[config.mk]
export PLATFORM = sky130hd
export DESIGN_NAME = hidden_tag_stripping_filter
export DESIGN_NICKNAME = d
export VERILOG_FILES = /design/src/hw/rtl/htsf_pkg.sv /design/src/hw/rtl/hidden_tag_stripping_filter.sv /design/src/hw/rtl/htsf_dp.sv /design/src/hw/rtl/htsf_ctrl.sv
export SDC_FILE = /design/constraint.sdc
export NUM_CORES = 1
export LEC_CHECK = 0
export BUFFER_PORTS_ARGS = -buffer_cell sky130_fd_sc_hd__buf_2
export CORE_ASPECT_RATIO = 0.7
export CORE_MARGIN = 1.5
export CORE_UTILIZATION = 50
export CTS_CLUSTER_SIZE = 10
export DETAILED_ROUTE_END_ITERATION = 10
export PLACE_DENSITY = 0.68
export SYNTH_ARGS = -nofsm -noshare
export SYNTH_HDL_FRONTEND = slang
export SYNTH_SLANG_ARGS = --single-unit
[constraint.sdc]
create_clock -name aclk -period 7.25 [get_ports aclk]
set_input_delay 0.725 -clock aclk [delete_from_list [all_inputs] [get_ports aclk]]
set_output_delay 0.725 -clock aclk [all_outputs]
set_load 0.02 [all_outputs]
[src/hw/rtl/htsf_pkg.sv]
// ----------------------------------------------------------------------------
// htsf_pkg
// Shared types, constants and tag tables of the hidden tag stripping filter.
// ----------------------------------------------------------------------------
package htsf_pkg;

    localparam int HOLD_DEPTH = 10;
    localparam int IDX_W      = $clog2(HOLD_DEPTH);
    localparam int CNT_W      = 4;   // closing-tag progress reaches 10
    localparam int CODE_W     = 16;
    localparam int LIMIT_W    = 24;
    localparam int APB_AW     = 3;
    localparam int APB_DW     = 32;

    localparam logic [LIMIT_W-1:0] MAX_CHARS_RESET = 24'd65535;
    localparam logic               REG_MAX_CHARS   = 1'b0;   // paddr[2]

    localparam logic [CODE_W-1:0] CHAR_LT = 16'h003C;
    localparam logic [CODE_W-1:0] CHAR_NL = 16'h000A;

    localparam logic [1:0] KIND_NONE     = 2'd0;
    localparam logic [1:0] KIND_THINK    = 2'd1;
    localparam logic [1:0] KIND_ANALYSIS = 2'd2;

    localparam logic [CNT_W-1:0] OPEN_LEN_THINK     = 4'd7;
    localparam logic [CNT_W-1:0] OPEN_LEN_ANALYSIS  = 4'd10;
    localparam logic [CNT_W-1:0] CLOSE_LEN_THINK    = 4'd8;
    localparam logic [CNT_W-1:0] CLOSE_LEN_ANALYSIS = 4'd11;

    localparam logic [8*7-1:0]  OPEN_THINK_STR     = "<think>";
    localparam logic [8*10-1:0] OPEN_ANALYSIS_STR  = "<analysis>";
    localparam logic [8*8-1:0]  CLOSE_THINK_STR    = "</think>";
    localparam logic [8*11-1:0] CLOSE_ANALYSIS_STR = "</analysis>";

    typedef enum logic [1:0] {
        ACT_UPDATE,
        ACT_PASS,
        ACT_RELEASE
    } act_t;

    typedef struct packed {
        logic             load;
        logic             commit;
        logic             pass_c;
        logic             pass_held;
        logic [IDX_W-1:0] idx;
        logic             clear_held;
        logic             hold_lt;
        logic             reset_filter;
        logic             flush;
    } cmd_t;

    typedef struct packed {
        act_t             act;
        logic             hiding;
        logic [CNT_W-1:0] held_count;
        logic             eos;
        logic             c_lt;
        logic             pend_valid;
        logic             out_free;
    } status_t;

    // ASCII-only case fold
    function automatic logic [CODE_W-1:0] fold(input logic [CODE_W-1:0] c);
        logic [CODE_W-1:0] r;
        r = c;
        if (c >= 16'h0041 && c <= 16'h005A) begin
            r = c + 16'h0020;
        end
        return r;
    endfunction

    function automatic logic [7:0] open_char(input logic [1:0] kind,
                                             input logic [CNT_W-1:0] idx);
        logic [7:0] r;
        int pos;
        r   = 8'h00;
        pos = int'(idx);
        if (kind == KIND_THINK && idx < OPEN_LEN_THINK) begin
            r = OPEN_THINK_STR[8*(int'(OPEN_LEN_THINK)-1-pos) +: 8];
        end else if (kind == KIND_ANALYSIS && idx < OPEN_LEN_ANALYSIS) begin
            r = OPEN_ANALYSIS_STR[8*(int'(OPEN_LEN_ANALYSIS)-1-pos) +: 8];
        end
        return r;
    endfunction

    function automatic logic [7:0] close_char(input logic [1:0] kind,
                                              input logic [CNT_W-1:0] idx);
        logic [7:0] r;
        int pos;
        r   = 8'h00;
        pos = int'(idx);
        if (kind == KIND_THINK && idx < CLOSE_LEN_THINK) begin
            r = CLOSE_THINK_STR[8*(int'(CLOSE_LEN_THINK)-1-pos) +: 8];
        end else if (kind == KIND_ANALYSIS && idx < CLOSE_LEN_ANALYSIS) begin
            r = CLOSE_ANALYSIS_STR[8*(int'(CLOSE_LEN_ANALYSIS)-1-pos) +: 8];
        end
        return r;
    endfunction

    function automatic logic [CNT_W-1:0] close_len(input logic [1:0] kind);
        logic [CNT_W-1:0] r;
        r = '0;
        if (kind == KIND_THINK) begin
            r = CLOSE_LEN_THINK;
        end else if (kind == KIND_ANALYSIS) begin
            r = CLOSE_LEN_ANALYSIS;
        end
        return r;
    endfunction

endpackage

[src/hw/rtl/hidden_tag_stripping_filter.sv]
// ----------------------------------------------------------------------------
// hidden_tag_stripping_filter
// Strips <think>/<analysis> sections from a UTF-16 stream, collapses newline
// runs and truncates with an ellipsis marker after max_chars units.
// ----------------------------------------------------------------------------
// A unit that passes or is absorbed into a tag goes through a decide step and a
// flush step that hands its last result to the output register, overlapping
// with taking the next unit. A failed tag match adds a release step per released
// held unit and a tail step for the unit itself; end_of_stream adds end-of-stream
// and reset steps plus a release step per released unit. The release sequencer
// emits one result per cycle through a single output register, so a stalled m_ready holds it.
// max_chars sits at byte address 0 of the APB port and resets to 65535.
module hidden_tag_stripping_filter (
    input  logic                            aclk,
    input  logic                            aresetn,
    input  logic                            s_valid,
    output logic                            s_ready,
    input  logic [htsf_pkg::CODE_W-1:0]     s_char_code,
    input  logic                            s_end_of_stream,
    output logic                            m_valid,
    input  logic                            m_ready,
    output logic [htsf_pkg::CODE_W-1:0]     m_out_code,
    output logic                            m_is_ellipsis,
    output logic                            m_last_of_run,
    input  logic                            psel,
    input  logic                            penable,
    input  logic                            pwrite,
    input  logic [htsf_pkg::APB_AW-1:0]     paddr,
    input  logic [htsf_pkg::APB_DW-1:0]     pwdata,
    output logic [htsf_pkg::APB_DW-1:0]     prdata,
    output logic                            pready
);

    localparam int LW = htsf_pkg::LIMIT_W;

    logic [LW-1:0]     max_chars_reg, max_chars_next;
    htsf_pkg::cmd_t    cmd;
    htsf_pkg::status_t stat;

    assign pready = 1'b1;

    always_comb begin
        max_chars_next = max_chars_reg;
        if (psel && penable && pwrite && paddr[2] == htsf_pkg::REG_MAX_CHARS) begin
            max_chars_next = pwdata[LW-1:0];
        end
    end

    always_ff @(posedge aclk) begin
        if (!aresetn) begin
            max_chars_reg <= htsf_pkg::MAX_CHARS_RESET;
        end else begin
            max_chars_reg <= max_chars_next;
        end
    end

    assign prdata = (paddr[2] == htsf_pkg::REG_MAX_CHARS) ?
                    {(htsf_pkg::APB_DW-LW)'(0), max_chars_reg} : '0;

    htsf_ctrl u_ctrl (
        .aclk    (aclk),
        .aresetn (aresetn),
        .s_valid (s_valid),
        .s_ready (s_ready),
        .stat    (stat),
        .cmd     (cmd)
    );

    htsf_dp u_dp (
        .aclk            (aclk),
        .aresetn         (aresetn),
        .cmd             (cmd),
        .stat            (stat),
        .max_chars       (max_chars_reg),
        .s_char_code     (s_char_code),
        .s_end_of_stream (s_end_of_stream),
        .m_valid         (m_valid),
        .m_ready         (m_ready),
        .m_out_code      (m_out_code),
        .m_is_ellipsis   (m_is_ellipsis),
        .m_last_of_run   (m_last_of_run)
    );

    // the ellipsis is always the final result of its unit
    a_ellipsis_last: assert property (@(posedge aclk) disable iff (!aresetn)
        m_valid && m_is_ellipsis |-> m_last_of_run && m_out_code == '0)
        else $error("ellipsis marker not last or carries a code");

    // an opening tag completes before the hold buffer fills
    a_hold_bound: assert property (@(posedge aclk) disable iff (!aresetn)
        !stat.hiding |-> stat.held_count <= htsf_pkg::CNT_W'(htsf_pkg::HOLD_DEPTH - 1))
        else $error("held prefix exceeds hold buffer");

    // a new unit never enters while a result of the previous one is stuck
    a_accept_clean: assert property (@(posedge aclk) disable iff (!aresetn)
        s_valid && s_ready |-> !(stat.pend_valid && !stat.out_free))
        else $error("unit accepted with a result still pending");

    // a run always closes with a last-marked result before more input
    a_flush_on_load: assert property (@(posedge aclk) disable iff (!aresetn)
        s_valid && s_ready |=> !stat.pend_valid)
        else $error("pending result left across a transfer");

endmodule

[src/hw/rtl/htsf_dp.sv]
// ----------------------------------------------------------------------------
// htsf_dp
// Datapath: tag match, held prefix, newline collapse, truncation, and the
// pending and output result registers.
// ----------------------------------------------------------------------------
module htsf_dp (
    input  logic                            aclk,
    input  logic                            aresetn,
    input  htsf_pkg::cmd_t                  cmd,
    output htsf_pkg::status_t               stat,
    input  logic [htsf_pkg::LIMIT_W-1:0]    max_chars,
    input  logic [htsf_pkg::CODE_W-1:0]     s_char_code,
    input  logic                            s_end_of_stream,
    output logic                            m_valid,
    input  logic                            m_ready,
    output logic [htsf_pkg::CODE_W-1:0]     m_out_code,
    output logic                            m_is_ellipsis,
    output logic                            m_last_of_run
);

    localparam int CW = htsf_pkg::CODE_W;
    localparam int NW = htsf_pkg::CNT_W;
    localparam int LW = htsf_pkg::LIMIT_W;
    localparam int XW = htsf_pkg::IDX_W;

    // current unit
    logic [CW-1:0] c_reg, c_next;
    logic          eos_reg, eos_next;

    // filter state
    logic [1:0]    kind_reg, kind_next;
    logic [NW-1:0] count_reg, count_next;
    logic [1:0]    cand_reg, cand_next;   // bit0 think, bit1 analysis
    logic [CW-1:0] held_reg [htsf_pkg::HOLD_DEPTH];
    logic [1:0]    nl_run_reg, nl_run_next;
    logic [LW-1:0] emitted_reg, emitted_next;
    logic          stopped_reg, stopped_next;

    // pending result and output register
    logic          pend_valid_reg, pend_valid_next;
    logic [CW-1:0] pend_code_reg, pend_code_next;
    logic          pend_ell_reg, pend_ell_next;
    logic          m_valid_reg, m_valid_next;
    logic [CW-1:0] m_code_reg, m_code_next;
    logic          m_ell_reg, m_ell_next;
    logic          m_last_reg, m_last_next;

    logic          held_we;
    logic [XW-1:0] held_waddr;
    logic [CW-1:0] held_wdata;

    logic [CW-1:0] fc;
    logic          c_lt;
    logic          hiding;
    logic [NW-1:0] clen;
    logic          close_ok;
    logic          fit_think;
    logic          fit_anl;
    logic [NW-1:0] count_inc;

    logic [CW-1:0] unit;
    logic          unit_nl;
    logic          out_free;
    htsf_pkg::act_t act;

    assign fc        = htsf_pkg::fold(c_reg);
    assign c_lt      = (c_reg == htsf_pkg::CHAR_LT);
    assign hiding    = (kind_reg != htsf_pkg::KIND_NONE);
    assign clen      = htsf_pkg::close_len(kind_reg);
    assign count_inc = count_reg + NW'(1);
    assign close_ok  = (count_reg < clen) &&
                       (fc == {8'h00, htsf_pkg::close_char(kind_reg, count_reg)});
    assign fit_think = cand_reg[0] && (count_inc <= htsf_pkg::OPEN_LEN_THINK) &&
                       (fc == {8'h00, htsf_pkg::open_char(htsf_pkg::KIND_THINK,
                                                          count_reg)});
    assign fit_anl   = cand_reg[1] && (count_inc <= htsf_pkg::OPEN_LEN_ANALYSIS) &&
                       (fc == {8'h00, htsf_pkg::open_char(htsf_pkg::KIND_ANALYSIS,
                                                          count_reg)});

    always_comb begin
        if (stopped_reg || hiding) begin
            act = htsf_pkg::ACT_UPDATE;
        end else if (count_reg == '0) begin
            act = c_lt ? htsf_pkg::ACT_UPDATE : htsf_pkg::ACT_PASS;
        end else if (fit_think || fit_anl) begin
            act = htsf_pkg::ACT_UPDATE;
        end else begin
            act = htsf_pkg::ACT_RELEASE;
        end
    end

    assign out_free = !m_valid_reg || m_ready;
    assign unit     = cmd.pass_held ? held_reg[cmd.idx] : c_reg;
    assign unit_nl  = (unit == htsf_pkg::CHAR_NL);

    always_comb begin
        c_next          = c_reg;
        eos_next        = eos_reg;
        kind_next       = kind_reg;
        count_next      = count_reg;
        cand_next       = cand_reg;
        nl_run_next     = nl_run_reg;
        emitted_next    = emitted_reg;
        stopped_next    = stopped_reg;
        pend_valid_next = pend_valid_reg;
        pend_code_next  = pend_code_reg;
        pend_ell_next   = pend_ell_reg;
        m_code_next     = m_code_reg;
        m_ell_next      = m_ell_reg;
        m_last_next     = m_last_reg;
        m_valid_next    = m_valid_reg && !m_ready;
        held_we         = 1'b0;
        held_waddr      = count_reg[XW-1:0];
        held_wdata      = c_reg;

        if (cmd.load) begin
            c_next   = s_char_code;
            eos_next = s_end_of_stream;
        end

        if (cmd.commit && !stopped_reg) begin
            if (hiding) begin
                if (close_ok) begin
                    if (count_inc == clen) begin
                        kind_next  = htsf_pkg::KIND_NONE;
                        count_next = '0;
                    end else begin
                        count_next = count_inc;
                    end
                end else begin
                    count_next = c_lt ? NW'(1) : '0;
                end
            end else if (count_reg == '0) begin
                held_we    = 1'b1;
                held_waddr = '0;
                count_next = NW'(1);
                cand_next  = 2'b11;
            end else if (fit_think && count_inc == htsf_pkg::OPEN_LEN_THINK) begin
                kind_next  = htsf_pkg::KIND_THINK;
                count_next = '0;
            end else if (fit_anl && count_inc == htsf_pkg::OPEN_LEN_ANALYSIS) begin
                kind_next  = htsf_pkg::KIND_ANALYSIS;
                count_next = '0;
            end else begin
                held_we    = 1'b1;
                count_next = count_inc;
                cand_next  = {fit_anl, fit_think};
            end
        end

        if (cmd.hold_lt) begin
            held_we    = 1'b1;
            held_waddr = '0;
            count_next = NW'(1);
            cand_next  = 2'b11;
        end

        if (cmd.clear_held) begin
            count_next = '0;
        end

        // newline collapse, then truncation
        if ((cmd.pass_c || cmd.pass_held) && !stopped_reg &&
            !(unit_nl && nl_run_reg == 2'd2)) begin
            nl_run_next = unit_nl ? nl_run_reg + 2'd1 : 2'd0;
            if (pend_valid_reg) begin
                m_valid_next = 1'b1;
                m_code_next  = pend_code_reg;
                m_ell_next   = pend_ell_reg;
                m_last_next  = 1'b0;
            end
            pend_valid_next = 1'b1;
            if (emitted_reg >= max_chars) begin
                pend_code_next = '0;
                pend_ell_next  = 1'b1;
                stopped_next   = 1'b1;
            end else begin
                pend_code_next = unit;
                pend_ell_next  = 1'b0;
                emitted_next   = emitted_reg + LW'(1);
            end
        end

        if (cmd.reset_filter) begin
            kind_next    = htsf_pkg::KIND_NONE;
            count_next   = '0;
            nl_run_next  = '0;
            emitted_next = '0;
            stopped_next = 1'b0;
        end

        // close the run: the held-back result goes out marked last
        if (cmd.flush && pend_valid_reg) begin
            m_valid_next    = 1'b1;
            m_code_next     = pend_code_reg;
            m_ell_next      = pend_ell_reg;
            m_last_next     = 1'b1;
            pend_valid_next = 1'b0;
        end
    end

    always_ff @(posedge aclk) begin
        if (!aresetn) begin
            eos_reg        <= 1'b0;
            kind_reg       <= htsf_pkg::KIND_NONE;
            count_reg      <= '0;
            cand_reg       <= '0;
            nl_run_reg     <= '0;
            emitted_reg    <= '0;
            stopped_reg    <= 1'b0;
            pend_valid_reg <= 1'b0;
            m_valid_reg    <= 1'b0;
        end else begin
            eos_reg        <= eos_next;
            kind_reg       <= kind_next;
            count_reg      <= count_next;
            cand_reg       <= cand_next;
            nl_run_reg     <= nl_run_next;
            emitted_reg    <= emitted_next;
            stopped_reg    <= stopped_next;
            pend_valid_reg <= pend_valid_next;
            m_valid_reg    <= m_valid_next;
        end
    end

    always_ff @(posedge aclk) begin
        c_reg         <= c_next;
        pend_code_reg <= pend_code_next;
        pend_ell_reg  <= pend_ell_next;
        m_code_reg    <= m_code_next;
        m_ell_reg     <= m_ell_next;
        m_last_reg    <= m_last_next;
        if (held_we) begin
            held_reg[held_waddr] <= held_wdata;
        end
    end

    assign stat.act        = act;
    assign stat.hiding     = hiding;
    assign stat.held_count = count_reg;
    assign stat.eos        = eos_reg;
    assign stat.c_lt       = c_lt;
    assign stat.pend_valid = pend_valid_reg;
    assign stat.out_free   = out_free;

    assign m_valid       = m_valid_reg;
    assign m_out_code    = m_code_reg;
    assign m_is_ellipsis = m_ell_reg;
    assign m_last_of_run = m_last_reg;

endmodule

[src/hw/rtl/htsf_ctrl.sv]
// ----------------------------------------------------------------------------
// htsf_ctrl
// Controller: steps one unit through decide, release, tail, end-of-stream,
// reset and flush phases, and drives the datapath commands.
// ----------------------------------------------------------------------------
module htsf_ctrl (
    input  logic              aclk,
    input  logic              aresetn,
    input  logic              s_valid,
    output logic              s_ready,
    input  htsf_pkg::status_t stat,
    output htsf_pkg::cmd_t    cmd
);

    localparam int XW = htsf_pkg::IDX_W;
    localparam int NW = htsf_pkg::CNT_W;

    typedef enum logic [2:0] {
        ST_IDLE,
        ST_DECIDE,
        ST_REL,
        ST_TAIL,
        ST_EOS,
        ST_RESET,
        ST_FLUSH
    } state_t;

    state_t        state_reg, state_next;
    logic [XW-1:0] idx_reg, idx_next;
    logic          eos_phase_reg, eos_phase_next;
    state_t        after_unit;

    // end of the filter step: end-of-stream handling or straight to flush
    assign after_unit = stat.eos ? ST_EOS : ST_FLUSH;

    always_comb begin
        cmd            = '0;
        cmd.idx        = idx_reg;
        state_next     = state_reg;
        idx_next       = idx_reg;
        eos_phase_next = eos_phase_reg;
        s_ready        = 1'b0;

        unique case (state_reg)
            ST_IDLE: begin
                s_ready = 1'b1;
                if (s_valid) begin
                    cmd.load   = 1'b1;
                    state_next = ST_DECIDE;
                end
            end
            ST_DECIDE: begin
                unique case (stat.act)
                    htsf_pkg::ACT_UPDATE: begin
                        cmd.commit = 1'b1;
                        state_next = after_unit;
                    end
                    htsf_pkg::ACT_PASS: begin
                        if (stat.out_free) begin
                            cmd.pass_c = 1'b1;
                            state_next = after_unit;
                        end
                    end
                    htsf_pkg::ACT_RELEASE: begin
                        idx_next       = '0;
                        eos_phase_next = 1'b0;
                        state_next     = ST_REL;
                    end
                    default: begin
                        state_next = ST_FLUSH;
                    end
                endcase
            end
            ST_REL: begin
                if (stat.out_free) begin
                    cmd.pass_held = 1'b1;
                    if (NW'(idx_reg) + NW'(1) == stat.held_count) begin
                        cmd.clear_held = 1'b1;
                        state_next     = eos_phase_reg ? ST_RESET : ST_TAIL;
                    end else begin
                        idx_next = idx_reg + XW'(1);
                    end
                end
            end
            ST_TAIL: begin
                if (stat.c_lt) begin
                    cmd.hold_lt = 1'b1;
                    state_next  = after_unit;
                end else if (stat.out_free) begin
                    cmd.pass_c = 1'b1;
                    state_next = after_unit;
                end
            end
            ST_EOS: begin
                if (!stat.hiding && stat.held_count != '0) begin
                    idx_next       = '0;
                    eos_phase_next = 1'b1;
                    state_next     = ST_REL;
                end else begin
                    state_next = ST_RESET;
                end
            end
            ST_RESET: begin
                cmd.reset_filter = 1'b1;
                state_next       = ST_FLUSH;
            end
            ST_FLUSH: begin
                // take the next unit in the same cycle the last result goes out
                if (!stat.pend_valid || stat.out_free) begin
                    cmd.flush = 1'b1;
                    s_ready   = 1'b1;
                    if (s_valid) begin
                        cmd.load   = 1'b1;
                        state_next = ST_DECIDE;
                    end else begin
                        state_next = ST_IDLE;
                    end
                end
            end
            default: begin
                state_next = ST_IDLE;
            end
        endcase
    end

    always_ff @(posedge aclk) begin
        if (!aresetn) begin
            state_reg     <= ST_IDLE;
            idx_reg       <= '0;
            eos_phase_reg <= 1'b0;
        end else begin
            state_reg     <= state_next;
            idx_reg       <= idx_next;
            eos_phase_reg <= eos_phase_next;
        end
    end

endmodule

# Yosys cells after proc, flatten, opt, wreduce, memory -nomap -nowiden
# Memory sizes are Yosys's and may differ from the RTL's. A register that Yosys moved wholly into a read port is not among the register bits.
# Index checks and enable logic that the tools add are counted.
[classes]
n_addsub = 9
n_lt_le_gt_ge = 10
n_eq_ne = 33
shift = 4
n_mux = 98
bitwise = 3
n_reduce_logical = 55
[op_table]
columns = ["operator", "count"]
rows = [
  ["88-bit by 32-bit variable part select with 8-bit output (first input constant)", 1],
  ["16-bit 2-to-1 mux", 5],
  ["80-bit by 32-bit variable part select with 8-bit output (first input constant)", 1],
  ["4-bit 2-to-1 mux", 18],
  ["64-bit by 32-bit variable part select with 8-bit output (first input constant)", 1],
  ["56-bit by 32-bit variable part select with 8-bit output (first input constant)", 1],
  ["16-bit by 8-bit equality test with 1-bit output", 3],
  ["1-bit 2-to-1 mux", 38],
  ["2-bit 2-to-1 mux", 17],
  ["8-bit 2-to-1 mux", 4],
  ["24-bit by 1-bit adder with 24-bit output (second input constant)", 1],
  ["24-bit >= comparator", 1],
  ["24-bit 2-to-1 mux", 1],
  ["3-bit 2-to-1 mux", 8],
  ["3-bit one-hot mux with 7 select lines", 1],
  ["1-bit logical AND", 20],
  ["16-bit by 6-bit adder with 16-bit output (second input constant)", 1],
  ["16-bit by 4-bit equality test with 1-bit output (second input constant)", 1],
  ["16-bit by 6-bit equality test with 1-bit output (second input constant)", 1],
  ["16-bit by 7-bit >= comparator with 1-bit output (second input constant)", 1],
  ["16-bit by 7-bit <= comparator with 1-bit output (second input constant)", 1],
  ["4-bit < comparator (second input constant)", 3],
  ["2-bit inequality test (second input constant)", 6],
  ["4-bit one-hot mux with 3 select lines", 1],
  ["36 further kinds", 76],
]
[totals]
ff_bits = 121
mem_bits_rw = 160
input_bits = 59
out_inout_bits = 53
word_cells = 233
n_memories = 1
[mem_list]
columns = ["memory", "depth", "width", "read_ports", "rd_clocked_by_memory_dff", "wr", "line", "rtl"]
rows = [
  ["u_dp.held_reg", 10, 16, 1, 1, 1, "htsf_dp.sv:34", "logic [CW-1:0] held_reg [htsf_pkg::HOLD_DEPTH];"],
]

# Logic depth before layout (Yosys ltp)
# Gate-level depths: netlist of the first run.
[logic_depth]
ltp_word = 17
depth_mapped = 18
mapped_depth_nobuf = 13

# Hierarchy
# A second synthesis of the first run with hierarchy kept.
[hier_totals]
hier_cells = 1347
area_unflattened_um2 = 15128.3
[modules_own_cells]
columns = ["module", "n_inst", "cells_each", "area_each_um2", "seq_area_each_um2"]
rows = [
  ["htsf_dp", 1, 1107, 13087.6, 7086.8],
  ["hidden_tag_stripping_filter", 1, 142, 1305.0, 480.5],
  ["htsf_ctrl", 1, 98, 735.7, 160.2],
]

# Worst setup path after synthesis of the first run
# No wires, ideal clock.
[synth_path]
path_kind = "register to register"
startpoint = "reg u_dp.count_reg[2]"
endpoint = "mem u_dp.held_reg[9][0] (netlist bit), enable pin"
setup_time_ns = 0.430
arrival_ns = 5.377
required_time_ns = 6.820
setup_slack_ns = 1.443
path_stages_with_launch = 19
path_buffers = 5
synth_period_minus_slack_ns = 5.807
path_cell_list = "dfxtp_1 buf_4 buf_2 clkinv_1 ha_1 buf_2 inv_1 ha_1 clkbuf_1 inv_1 nor4_1 o21ai_1 or3_1 and3_1 or3_1 a31oi_2 buf_4 nand3_1 nor4_1"
[synth_between]
elab_chain_len = 17
[synth_rtl]
columns = ["element", "line", "rtl"]
rows = [
  ["from (decl)", "htsf_dp.sv:32", "logic [NW-1:0] count_reg, count_next;"],
  ["from (signal assigned)", "htsf_dp.sv:216", "count_reg <= count_next;"],
  ["4-bit by 4-bit subtractor with 5-bit output / 3-bit by 4-bit subtractor with 5-bit output (equally long branches)", "htsf_pkg.sv:82, htsf_pkg.sv:80", ""],
  ["80-bit by 32-bit variable part select with 8-bit output / 56-bit by 32-bit variable part select with 8-bit output (equally long branches)", "htsf_pkg.sv:82, htsf_pkg.sv:80", ""],
  ["8-bit 2-to-1 mux, on equally long branches", "htsf_pkg.sv:81, htsf_pkg.sv:79", ""],
  ["16-bit by 8-bit equality test with 1-bit output, on equally long branches", "htsf_dp.sv:77, htsf_dp.sv:74", ""],
  ["1-bit logical AND, on equally long branches", "htsf_dp.sv:76, htsf_dp.sv:73", ""],
  ["1-bit logical OR", "htsf_dp.sv:85", "end else if (fit_think || fit_anl) begin"],
  ["2-bit 2-to-1 mux", "htsf_dp.sv:85", ""],
  ["2-bit 2-to-1 mux", "htsf_dp.sv:83", "end else if (count_reg == '0) begin"],
  ["2-bit 2-to-1 mux", "htsf_dp.sv:81", "if (stopped_reg || hiding) begin"],
  ["2-bit logical NOT", "htsf_ctrl.sv:53", "unique case (stat.act)"],
  ["1-bit 2-to-1 mux", "htsf_ctrl.sv:53", ""],
  ["1-bit 2-to-1 mux", "htsf_ctrl.sv:44", "unique case (state_reg)"],
  ["1-bit logical AND", "htsf_dp.sv:121", "if (cmd.commit && !stopped_reg) begin"],
  ["1-bit 2-to-1 mux", "htsf_dp.sv:121", ""],
  ["1-bit 2-to-1 mux", "htsf_dp.sv:151", "if (cmd.hold_lt) begin"],
  ["1-bit 2-to-1 mux", "htsf_dp.sv:233", "if (held_we) begin"],
  ["1-bit 2-to-1 mux (implied by the code)", "htsf_dp.sv:234", "held_reg[held_waddr] <= held_wdata;"],
  ["to (decl)", "htsf_dp.sv:34", ""],
]
# Several ways; a longest one is shown, not always the timed one.

# Worst setup path after layout of the first run
[layout_path]
startpoint = "reg u_dp.count_reg[0]"
endpoint = "mem u_dp.held_reg[8][10] (netlist bit), enable pin"
# Same word-level chain as after synthesis.

==> metrics.yaml, run 1 <==
setup.worst_path.class: "reg -> reg"
cp_slowest_stage_delay_ns: 0.76
grt_max_degree: 47
fillerInstances: 2358
grt_pass1_vias: 9734
drive_above_1_share_pct: 17.0
hold_viol_final: 0
h-tree-depth: 2
diodes: 0
path_max_fanout: 46
core_area_sq_mm: 0.0282
synth_xor_area_share_pct: 2.74
yosys_warnings: 0
die_area_sq_mm: 0.0301
start_util_pct: 51.5
die_h_microns: 146
slew_viol_final: 0
drtAntennaViolNets: 0
gp_congestion: 0.891
min_path_type: "in -> reg"
timing.fmax_mhz: 193
synthTopCellsByArea: "edfxtp_1, dfxtp_1, ha_1"
synth_top_area_share_pct: 43.4
vias_per_cell: 6.10
drc: 0
power_uw: 3880
critPathArrivalTime_ns: 5.36
muxShareOfSynthArea_pct: 7.08
cp_slowest_cell: "ha_1"
wl_per_cell_microns: 20.5
antenna_found_initial: 0
synth_edf_count: 210
synth_flop_cell: "edfxtp_1"
ys_seq_area_share_pct: 53.8
yosys.area_share.simple_pct: 14.9
grt_usage_pct: 23.9
synth_compound_area_share_pct: 13.4
cts_setup_buffers: 0
hold_slack_ns: 0.378
syn_area_sq_mm: 0.0145
path_clk_slew_ns: 0.06
crit_path_start: "u_dp.count_reg[0]"
via_count: 10697
rows: 51
areaGrowthSynthToFinish_pct: 12.0
cp.required_ns: 7.43
p_leak_uw: 0.00576
cts-resized-gates: 0
cts_max_path_buffers: 3
drt_first_pass_iters: 5
io_pins: 112
drtIter0Drc: 1156
dieWidth_microns: 207
ctsHoldBuffers: 0
synthTopCellsByCount: "edfxtp_1, nand2_1, nor2_1, dfxtp_1, a21oi_1"
synthAdderAreaFrac_pct: 3.79
period_needed_ns: 5.18
powerDensity_mw_per_mm2: 238
grt_pass1_wl_microns: 55400
port-buffer-count: 92
tns_ns: 0
path_cells: "buf_4 -> inv_1 -> ha_1 -> inv_1 -> a21boi_0 -> a31oi_1 -> a2111o_1 -> a211o_1 -> or2_1 -> a31oi_2 -> nand2_1 -> nor4b_4 -> buf_4"
numClockSinks: 285
cts_root_buf: "clkbuf_16"
overflow: 0
worst_slew_pin_slew_ns: 1.15
period_share_pct: 71.5
largest_reg_flops: 160
cts_tree: "yes"
ir_worst_vdd_uv: 126
end_kind: "register"
routed_wl_microns: 36000
worst_setup_path_start_kind: "register"
clock_latency_ns: 0.52
yosys.area.top_type: "edfxtp_1"
postSynth.asyncResetShare_pct: 0
outcome: "finished clean"
yosys.cell_types.count: 99
synth_seq_cells: 285
synthMostInstantiatedCell: "edfxtp_1"
skew_ns: 0.0214
hp-start: "s_char_code[2]"
synth_top_family_by_area: "simple AND/OR/NAND/NOR gates"
dp_hpwl_microns: 23800
nets: 1474
synth_cells: 1293
avgSynthCellArea_sq_um: 11.2
cts_made_buffers: 34
slew_headroom_pct: 23.5
max-cap-violations: 0
r2r-start: "u_dp.count_reg[0]"
rsz0062_at_grt: "false"
finalSetupViolCount: 0
## metal layers
metal  track usage (%)  share of wire [%]  up-vias
met5                 0                  0        -
met4              5.79                1.7        0
met3              5.06                8.5       51
met2              32.3                 41      478
met1              38.5                 49     5190
li1                  -                  -     4978
## area by class of cell
type	count	area [sq um]	share of cell area (%)
Tap cell	371	464	2.85
Timing Repair Buffer	120	671	4.12
Clock buffer	48	967	5.95
Inverter	52	195	1.20
Clock inverter	1	3.75	0.0231
Sequential cell	285	7810	48.0
Multi-Input combinational cell	878	6160	37.8
## worst paths after layout
check	to	slack (ns)	depth (start not counted)
worst min-delay path	u_dp.c_reg[2]	0.38	1
worst min register to register	u_dp.m_out_code[8]	0.42	0
worst max register to register	u_dp.held_reg[8][10]	2.07	13
worst max-delay path	u_dp.held_reg[8][10]	2.07	13
## kinds of logic (layout without fill, tap and decap cells)
group                      Yosys count  after routing
xor gates and xnor gates            43             43
AOI/OAI and AO/OA                  277            277
DFF                                285            285
adders and majority gates           44             44
and+or+nand+nor                    432            432
muxes                               73             73
other                                2              9
buffers and inverters              137            221
## per-stage QoR
stage | area [sq um] | util [%] | setup WS (ns) | std cells
CTS | 16300 | 57.7 | 2.19 | 1755
floorplan | 14500 | - | 1.44 | 1300
finish | 16300 | 57.7 | 2.07 | 1755
global route | 16300 | 57.7 | 1.82 | 1755
detailed placement | 15300 | 54.2 | 2.20 | 1706
global placement | 15300 | 54.2 | 2.29 | 1706
## cells in the final DEF, fill, tap and decap left out, drive strengths merged, types with 7 or more instances in the layout
master / synthesis / final
or3: 13 / 13
and3: 11 / 11
o31a: 9 / 9
nand4: 12 / 12
mux4: 22 / 22
and2: 7 / 7
dfxtp: 75 / 75
o22ai: 7 / 7
a31oi: 9 / 9
a21o: 13 / 13
nand2: 115 / 115
or4: 8 / 8
nor3: 29 / 29
or2: 12 / 12
clkbuf: 37 / 48
o211ai: 28 / 28
inv: 50 / 50
nor2: 114 / 114
mux2: 18 / 18
nor4: 22 / 22
mux2i: 33 / 33
a211oi: 35 / 35
nor2b: 17 / 17
ha: 44 / 44
nand3: 32 / 32
xnor2: 34 / 34
buf: 48 / 120
nand2b: 14 / 14
xor2: 8 / 8
edfxtp: 210 / 210
conb: 2 / 9
a21oi: 70 / 70
o21ai: 46 / 46
## critical path: cells and delay by family (launching register included)
kind | cells | cell delay [ns]
AND/OR/NAND/NOR | 3 | 0.80
buffers and inverters | 4 | 1.17
flip-flops | 1 | 0.30
adder cells (fa/ha/maj) | 1 | 0.76
AO/OA/AOI/OAI | 5 | 1.80
## where the power goes
group / switching, uW / total (uW) / internal (uW)
combinational: 269 / 393 / 125
sequential: 84.1 / 1960 / 1880
clock: 610 / 1520 / 915
(Power assumes the default switching activity.)
==> inputs of run 2 (changes only) <==
--- a/config.mk
+++ b/config.mk
@@ -5,6 +5,7 @@
 export SDC_FILE = /design/constraint.sdc
 export NUM_CORES = 1
 export LEC_CHECK = 0
+export ABC_AREA = 1
 export BUFFER_PORTS_ARGS = -buffer_cell sky130_fd_sc_hd__buf_2
 export CORE_ASPECT_RATIO = 0.7
 export CORE_MARGIN = 1.5
==> constraint.sdc (replaced) <==
create_clock -name aclk -period 5.3 [get_ports aclk]
set_input_delay 0.53 -clock aclk [delete_from_list [all_inputs] [get_ports aclk]]
set_output_delay 0.53 -clock aclk [all_outputs]
set_load 0.02 [all_outputs]
==> run 2 against run 1 <==
Effect of this change: the run now ends with design-rule violations left; combinational power increased to 4.1 times the previous value; die area increased by 0.48%; largest cell class unchanged; critical path depth is 1 higher; wire length rose by 3.8%; sequential power up 51%; fmax rose by 28%; core utilization shrank 1.1 points; setup slack lost 0.83 ns; highest routed layer unchanged; clock power up 37%.
==> metrics.yaml, run 2 <==
min_path_type: "in -> reg"  # unchanged
period_share_pct: 76.7  # was 71.5%
path_clk_slew_ns: 0.05  # was 0.06 ns
synthTopCellsByCount: "nand2_1, nor2_1, edfxtp_1, inv_1, o21ai_0"  # was edfxtp_1, nand2_1, nor2_1, dfxtp_1, a21oi_1
diodes: 0  # unchanged
cts-resized-gates: 0  # unchanged
dp_hpwl_microns: 25300  # was 23800 microns
yosys.cell_types.count: 58  # was 99
synth_edf_count: 210  # unchanged
die_h_microns: 146  # about the same
wl_per_cell_microns: 17.9  # was 20.5 microns
postLayoutSetupSlackWorst_ns: 1.24  # was 2.07 ns
drive_above_1_share_pct: 12.6  # was 17.0%
port-buffer-count: 92  # unchanged
most-common-layout-cells: "nand2_1, nor2_1, edfxtp_1, inv_1, o21ai_0"  # was edfxtp_1, nand2_1, nor2_1, buf_2, dfxtp_1
postSynth.asyncResetShare_pct: 0  # unchanged
powerDensity_mw_per_mm2: 409  # was 238 mW/mm^2
io_pins: 112  # unchanged
slew_viol_final: 0  # unchanged
end_kind: "register"  # unchanged
cts_tree: "yes"  # unchanged
outcome: "finished, violations left"  # was finished clean
gp_congestion: 0.908  # was 0.891
yosys.area.top_type: "edfxtp_1"  # unchanged
violations: "design-rule violations"
cp_slowest_stage_delay_ns: 0.61  # was 0.76 ns
hold_viol_final: 0  # unchanged
core_area_sq_mm: 0.0288  # was 0.0282 sq mm
start_util_pct: 50.6  # was 51.5%
clock_latency_ns: 0.52  # about the same
critPathArrivalTime_ns: 4.16  # was 5.36 ns
areaGrowthSynthToFinish_pct: 11.7  # was 12.0%
path_cells: "buf_4 -> a21oi_1 -> o21ai_0 -> o211ai_1 -> nand2_1 -> nand2_1 -> nand3_1 -> o21ai_0 -> nor2_1 -> nand3_1 -> nor2_1 -> nand3_2 -> nand3_1 -> nand2_1"  # was buf_4 -> inv_1 -> ha_1 -> inv_1 -> a21boi_0 -> a31oi_1 -> a2111o_1 -> a211o_1 -> or2_1 -> a31oi_2 -> nand2_1 -> nor4b_4 -> buf_4
ctsHoldBuffers: 0  # unchanged
ff2ff_setup_slack_ns: 1.24  # was 2.07 ns
drtIter0Drc: 1129  # was 1156
slew_headroom_pct: 34.0  # was 23.5%
ys_seq_area_share_pct: 53.5  # was 53.8%
cts_root_buf: "clkbuf_16"  # unchanged
cts_max_path_buffers: 3  # unchanged
path_max_fanout: 84  # was 46
dieWidth_microns: 207  # about the same
synthTopCellsByArea: "edfxtp_1, dfxtp_1, nand2_1"  # was edfxtp_1, dfxtp_1, ha_1
rows: 52  # was 51
via_count: 11646  # was 10697
finalSetupViolCount: 0  # unchanged
skew_ns: 0.0125  # was 0.0214 ns
worst_slew_pin_slew_ns: 0.990  # was 1.15 ns
synthMostInstantiatedCell: "nand2_1"  # was edfxtp_1
fin_util_pct: 56.6  # was 57.7%
overflow: 0  # unchanged
antenna_found_initial: 0  # unchanged
grt_max_degree: 85  # was 47
drt_first_pass_iters: 9  # was 5
ir_worst_vdd_uv: 192  # was 126 uV
h-tree-depth: 2  # unchanged
max-cap-violations: 0  # unchanged
cp.required_ns: 5.40  # was 7.43 ns
grt_usage_pct: 24.6  # was 23.9%
grt_pass1_vias: 10689  # was 9734
period_needed_ns: 4.06  # was 5.18 ns
p_leak_uw: 0.00639  # was 0.00576 uW
largest_reg_flops: 160  # unchanged
drtAntennaViolNets: 0  # unchanged
die_area_sq_mm: 0.0302  # was 0.0301 sq mm
avgSynthCellArea_sq_um: 9.08  # was 11.2 sq um
tns_ns: 0  # unchanged
crit_family: "simple AND/OR/NAND/NOR gates"  # was compound AO/OA/AOI/OAI gates
cts_setup_buffers: 0  # unchanged
yosys_warnings: 0  # unchanged
syn_area_sq_mm: 0.0146  # was 0.0145 sq mm
rsz0062_at_grt: "false"  # unchanged
dp_slack_ns: 1.23  # was 2.20 ns
synth_flop_cell: "edfxtp_1"  # unchanged
timing.fmax_mhz: 246  # was 193 MHz
synth_top_area_share_pct: 43.2  # was 43.4%
drc: 5  # was 0
vias_per_cell: 5.59  # was 6.10
cts_made_buffers: 34  # unchanged
setup.worst_path.class: "reg -> reg"  # unchanged
synth_seq_cells: 285  # unchanged
grt_pass1_wl_microns: 59100  # was 55400 microns
final_common_cell: "nand2_1"  # was edfxtp_1
crit_buf_inv: 1  # was 4
cp_slowest_cell: "buf_4"  # was ha_1
synth_cells: 1607  # was 1293
worst_setup_path_start_kind: "register"  # unchanged
routed_wl_microns: 37300  # was 36000 microns
numClockSinks: 285  # unchanged
nets: 1799  # was 1474
## run 2: cell count changes in the layout (fill, tap and decap cells not counted), moves of 33 or more
cell	change
nor2_1	+127
nand2_1	+152
nand4_1	+39
nand3_1	+61
inv_1	+84
mux2i_1	-33
o21ai_0	+65
## run 2: final cells by class
cell class | instances | area [sq um]
Tap cell | 378 | 473
Sequential cell | 285 | 7810
Multi-Input combinational cell | 1104 | 5830
Clock inverter | 2 | 28.8
Inverter | 151 | 568
Timing Repair Buffer | 120 | 671
Clock buffer | 44 | 930
Fill cell | 2571 | 12500
## run 2: kinds of logic after synthesis
| logic type | count (synthesis) | synth area share, % |
|---|---|---|
| simple gates | 725 | 22.2 |
| compound gates | 295 | 11.9 |
| flops | 285 | 53.5 |
| buf+inv | 225 | 6.76 |
| fa+ha+maj | 44 | 3.77 |
| xor+xnor | 31 | 1.86 |
| other cells | 2 | 0.0515 |
## run 2: power breakdown
part | internal (uW) | total, uW | switching (uW)
Sequential | 2770 | 2960 | 191
Clock | 1220 | 2090 | 869
Combinational | 441 | 1610 | 1170
Total | 4430 | 6660 | 2230
## run 2: layer usage
metal / wire length (microns) / GRT usage [%]
met4: 522 / 5.92
met2: 15400 / 34.6
met1: 18600 / 39.3
met5: 0 / 0
met3: 2780 / 3.95
## run 2: worst register-to-register path, delay by kind of cell, from the launching register on
family	cells	cell delay (ns)
flops	1	0.33
simple gates	9	2.07
compound gates	4	0.61
buf+inv	1	0.61
## run 2: final timing paths
kind,from,endpoint,cells after the start
max,register,u_dp.m_out_code[7],14
min,s_char_code[14],u_dp.c_reg[14],1
max reg2reg,register,u_dp.m_out_code[7],14
min reg2reg,u_dp.pend_code_reg[14],u_dp.m_out_code[14],0
## run 2: stage by stage
stage | hold WS [ns] | area, sq um | power (uW) | std cells
6_report | 0.186 | 16300 | 6660 | 2084
3_5_place_dp | 0.405 | 15300 | 4600 | 2038
3_3_place_gp | 0.404 | 15300 | 4560 | 2038
4_1_cts | 0.168 | 16300 | 6700 | 2084
2_1_floorplan | 0.400 | 14600 | 4110 | 1614
5_1_grt | 0.176 | 16300 | 7010 | 2084
